## src/hdl/r2fft_pkg.sv

```systemverilog
// Package: shared types and constants for the radix-2 FFT engine
`timescale 1ns / 1ps
`default_nettype none
package r2fft_pkg;
  localparam int BIN_BITS = 21;
  localparam int TW_BITS = 18;
  localparam int TW_FRAC = 15;
  localparam logic [0:0] REG_INVERSE_MODE = 1'b0;

  // Twiddle W(k) = cos(k*step) - j*sin(k*step), step = 2*pi/n, Q3.15, rounded
  typedef struct packed {
    logic signed [TW_BITS-1:0] re;
    logic signed [TW_BITS-1:0] im;
  } tw_t;

  function automatic tw_t tw_lookup(input int k, input real step);
    tw_t t;
    real ph;
    ph = step * real'(k);
    t.re = TW_BITS'($rtoi($floor($cos(ph) * 32768.0 + 0.5)));
    t.im = TW_BITS'(-$rtoi($floor($sin(ph) * 32768.0 + 0.5)));
    return t;
  endfunction
endpackage
`default_nettype wire

```

## src/hdl/r2fft_bfly.sv

```systemverilog
// Butterfly: rounded twiddle product, sum and difference, registered
`timescale 1ns / 1ps
`default_nettype none
module r2fft_bfly #(
  parameter int DW = 21
) (
  input  wire                      clk,
  input  wire                      en,
  input  wire signed [DW-1:0]      er,
  input  wire signed [DW-1:0]      ei,
  input  wire signed [DW-1:0]      odr,
  input  wire signed [DW-1:0]      odi,
  input  wire r2fft_pkg::tw_t      tw,
  output logic signed [DW-1:0]     ar,
  output logic signed [DW-1:0]     ai,
  output logic signed [DW-1:0]     br,
  output logic signed [DW-1:0]     bi
);
  localparam int PW = DW + r2fft_pkg::TW_BITS + 1;
  logic signed [PW-1:0] pr, pi;
  logic signed [DW-1:0] tr, ti;

  always_comb begin
    pr = PW'(odr * tw.re) - PW'(odi * tw.im) + PW'(1 <<< (r2fft_pkg::TW_FRAC - 1));
    pi = PW'(odr * tw.im) + PW'(odi * tw.re) + PW'(1 <<< (r2fft_pkg::TW_FRAC - 1));
    tr = DW'(pr >>> r2fft_pkg::TW_FRAC);
    ti = DW'(pi >>> r2fft_pkg::TW_FRAC);
  end

  always_ff @(posedge clk) begin
    if (en) begin
      ar <= er + tr;
      ai <= ei + ti;
      br <= er - tr;
      bi <= ei - ti;
    end
  end
endmodule
`default_nettype wire

```

## config.mk

```make
export PLATFORM = sky130hd
export DESIGN_NAME = r2fft_bfly
export DESIGN_NICKNAME = d
export VERILOG_FILES = /design/src/hdl/r2fft_pkg.sv /design/src/hdl/r2fft_bfly.sv
export SDC_FILE = /design/constraint.sdc
export NUM_CORES = 2
export LEC_CHECK = 0
export BUFFER_PORTS_ARGS = -buffer_cell sky130_fd_sc_hd__buf_2
export CORE_MARGIN = 2
export CORE_UTILIZATION = 66
export DETAILED_ROUTE_END_ITERATION = 16
export PLACE_DENSITY = 0.84
export SETUP_SLACK_MARGIN = 0.3
export SYNTH_ARGS = -nofsm -noshare
export SYNTH_HDL_FRONTEND = slang
export SYNTH_SLANG_ARGS = --single-unit
```

## constraint.sdc

```tcl
create_clock -name clk -period 13.6 [get_ports clk]
set_input_delay 2.72 -clock clk [delete_from_list [all_inputs] [get_ports clk]]
set_output_delay 2.72 -clock clk [all_outputs]
set_load 0.1 [all_outputs]
```

==> results by stage <==
Hold path:
- The tightest min-delay check is of the input pin to register type.
- For hold timing, the worst endpoint is ar[19].
- Along the worst hold path, the cell count comes to 1.
- The hold path startpoint is en.

Floorplanning:
- The row count is 107.
- The floorplan step defined a die boundary enclosing 0.0886 mm^2.
- The die height is 298 um.
- Once the floorplan was initialized, standard cells occupied 66.7% of the core.
- The floorplan step set the die width to 298 um.
- The I/O pin count is 206.
- The region available for standard cell placement spans 0.0853 mm^2.

Final layout:
- The area growth from synthesis to layout is 3.74%.
- The final layout net count is 8039.
- The most common library cell in the layout ignoring fill and taps is fa_1.
- In the layout the commonest cells are fa_1 (1547), inv_1 (1537), nand2_1 (844).
- After routing the design area is 0.0590 mm^2.
- Cells with a size suffix above 1 make up 5.07% of the layout.

Timing:
- Setup repair after global routing left no endpoint under its margin.
- The maximum achievable frequency is 0.0785 GHz.
- For the pin with the worst max-slew slack, the measured transition is 1.14 ns.
- In the post-route analysis, the smallest setup slack over all paths is 0.867 ns.
- The fraction of the cycle the final worst path needs is 93.6%.
- The routed design could run at a clock period as short as 12.73 ns.
- For the final routed database, the setup TNS stands at 0 ns.
- Measured against its own limit, the worst slew margin works out to 23.9%.
- The count of endpoints failing hold in the final timing report is 0.
- The max-slew violation total from the final report was 0.
- Setup violations remaining at the end of the flow were counted as 0.

Synthesis:
- The flip-flop and latch count after synthesis is 82.
- After synthesis, the netlist uses 54 different library cells.
- The average instance in the mapped netlist occupies 9.52 um^2.
- The count of flip-flops with a built-in enable after synthesis is 82.
- The number of nets handed over by synthesis was 8062.
- In the synthesized netlist the async set-or-reset flop fraction comes to 0%.
- During synthesis, Yosys emitted a total of 0 warnings.
- The post-synthesis cell type with the largest combined area is fa_1.
- The portion of the post-synthesis area used by sequential elements is 4.33%.
- Sorting the synthesized cells by area gives the leading types as fa_1 (54%), inv_1 (10%), ha_1 (9.1%).
- After technology mapping, the gate count stands at 5980.
- The area share of the largest cell type after synthesis is 54.4%.
- The most used flip-flop cell after synthesis is edfxtp_1.
- The synthesized area is 0.0569 mm^2.

Critical path:
- Among all stages on the critical path, the largest delay is contributed by buf_2.
- The type of the setup path with the least slack is input pin to register.
- The dominant cell type by count on the critical path is fa_1.
- The critical-path maximum fanout is 28.
- The required arrival time at the worst endpoint is 13.68 ns.
- STA classifies the critical path endpoint as a register.
- The launching element type of the critical path is an input pin.
- At the worst endpoint, the arrival time is 12.82 ns.
- For this run, the slowest stage of the critical path takes 0.68 ns.

Drt:
- The detailed router placed 40343 vias in this run.
- Summed over all layers, the routed wires come to 147 mm.
- The detail route stage leaves a number of antenna-violating nets equal to 0.
- The post-detailed-route DRC marker count is 0.
- The detail-routed net length per standard cell is 20.7 um.
- Before antenna repair, the detailed router went through 7 iterations.
- The DRC violation total after the first TritonRoute iteration is 2984.
- Using the TritonRoute via totals, the vias-per-cell ratio works out to 5.67.

Placement:
- The placed wire-length estimate after detailed placement is 118 mm.
- Port buffering added 205 buffers.
- At the placement stage, the worst setup path has a slack of 0.704 ns.
- The weighted congestion reported at the end of routability-driven placement is 0.988.
- Once placement finished, the instance area stood at 0.0587 mm^2.

CTS:
- After clock tree synthesis, the repair step resized 0 gates.
- Clock tree synthesis selected as its root buffer the cell clkbuf_16.
- The longest clock path from root to sink contains 2 buffers.
- The number of clock sinks seen by CTS is 82.
- TritonCTS built the clock tree.
- After clock tree synthesis, the setup repair step added 0 buffers.
- After clock tree synthesis, the flow added hold-fix buffers numbering 0.
- The clock transition at the registers of the reported paths is 0.07 ns.
- The number of H-tree branching levels is 3.
- Counting the buffers created by CTS gives 9.

Global route:
- In the global route stage, overall resource usage came out at 35.4%.
- Entering global routing, the biggest net connects 76 pins.
- The residual overflow from global routing is 0.
- The initial antenna violation count is 5.
- The via count of the first global-routing pass came to 46416.
- The first global-routing pass estimated 243 mm of wire.

Flow run:
- The tool flagged a number of max-cap violations equal to 0.

Outcome:
- The flow ran to the end, and the final reports show no timing, DRC or antenna violations.
[sequential cells by signal, indices dropped and copies added (netlist names)]
signal / flops
br: 21
ai: 21
bi: 20
ar: 20
[cells in the mapped netlist, types with 3 or more instances]
| master | number |
|---|---|
| o21a_1 | 12 |
| o21ai_1 | 3 |
| nor3_1 | 23 |
| a2111oi_0 | 3 |
| inv_1 | 1537 |
| and3_1 | 8 |
| a31o_2 | 3 |
| ha_1 | 413 |
| o41ai_1 | 4 |
| a31oi_1 | 4 |
| xor2_1 | 41 |
| nand4_1 | 7 |
| or2_2 | 3 |
| clkbuf_1 | 306 |
| edfxtp_1 | 82 |
| nor2b_1 | 55 |
| nand2_1 | 844 |
| nor2_1 | 63 |
| nand3_1 | 13 |
| o211ai_1 | 4 |
| or3_1 | 4 |
| a21oi_1 | 76 |
| o21bai_1 | 27 |
| o21ai_0 | 26 |
| a21o_1 | 24 |
| fa_1 | 1547 |
| and2_1 | 603 |
| nand2b_1 | 46 |
| xnor2_1 | 158 |
| a211oi_1 | 6 |
| o41a_1 | 3 |
[layout make-up]
type	instances	area, um^2
antenna	7	17.5
clock buffer	9	225
clock inverter	7	58.8
fill	6244	26200
inverter	1537	5770
multi-input combinational	4052	47500
sequential	82	2460
tap	1144	1430
timing repair buffer	275	1570
[worst max-delay path, delay by kind of cell]
family          cells  cell delay (ns)
xor+xnor            2             0.53
compound gates     14             3.34
simple gates        2             0.21
fa+ha+maj          10             4.40
buf+inv             8             1.55
[layer usage]
| layer | share of wire, % | up-vias | track usage, % |
|---|---|---|---|
| li1 | - | 16893 | - |
| met1 | 34 | 20669 | 43.3 |
| met2 | 48 | 2230 | 58.2 |
| met3 | 10 | 547 | 7.13 |
| met4 | 7.8 | 4 | 21.7 |
| met5 | 0.012 | - | 0 |
[stage by stage]
step | hold WS (ns) | utilization (%) | std cells
global placement | 3.00 | 68.9 | 7090
CTS | 2.62 | 69.2 | 7106
detailed placement | 3.00 | 68.9 | 7090
global route | 2.62 | 69.2 | 7107
floorplan | 2.83 | - | 5980
finish | 2.64 | 69.2 | 7113
[cells by family after synthesis]
group / after synthesis / synth area share (%)
xor gates and xnor gates: 199 / 3.06
buffers and inverters: 1846 / 12.2
muxes: 1 / 0.0176
DFF: 82 / 4.33
adders and majority gates: 1960 / 63.5
and+or+nand+nor: 1676 / 14.4
AOI/OAI and AO/OA: 216 / 2.52
[worst max path at each step]
stage | startpoint | endpoint | slack [ns]
finish | tw[8] | br[20] | 0.87
global route | tw[8] | br[20] | 0.49
CTS | tw[2] | br[20] | 1.05
detailed placement | tw[8] | br[20] | 0.70
global placement | tw[3] | br[20] | 0.89
floorplan | odr[14] | br[20] | 2.05
Power is left out: the tool's default activity adds up to more than one toggle a clock period on the data nets, which glitch-free logic cannot reach.
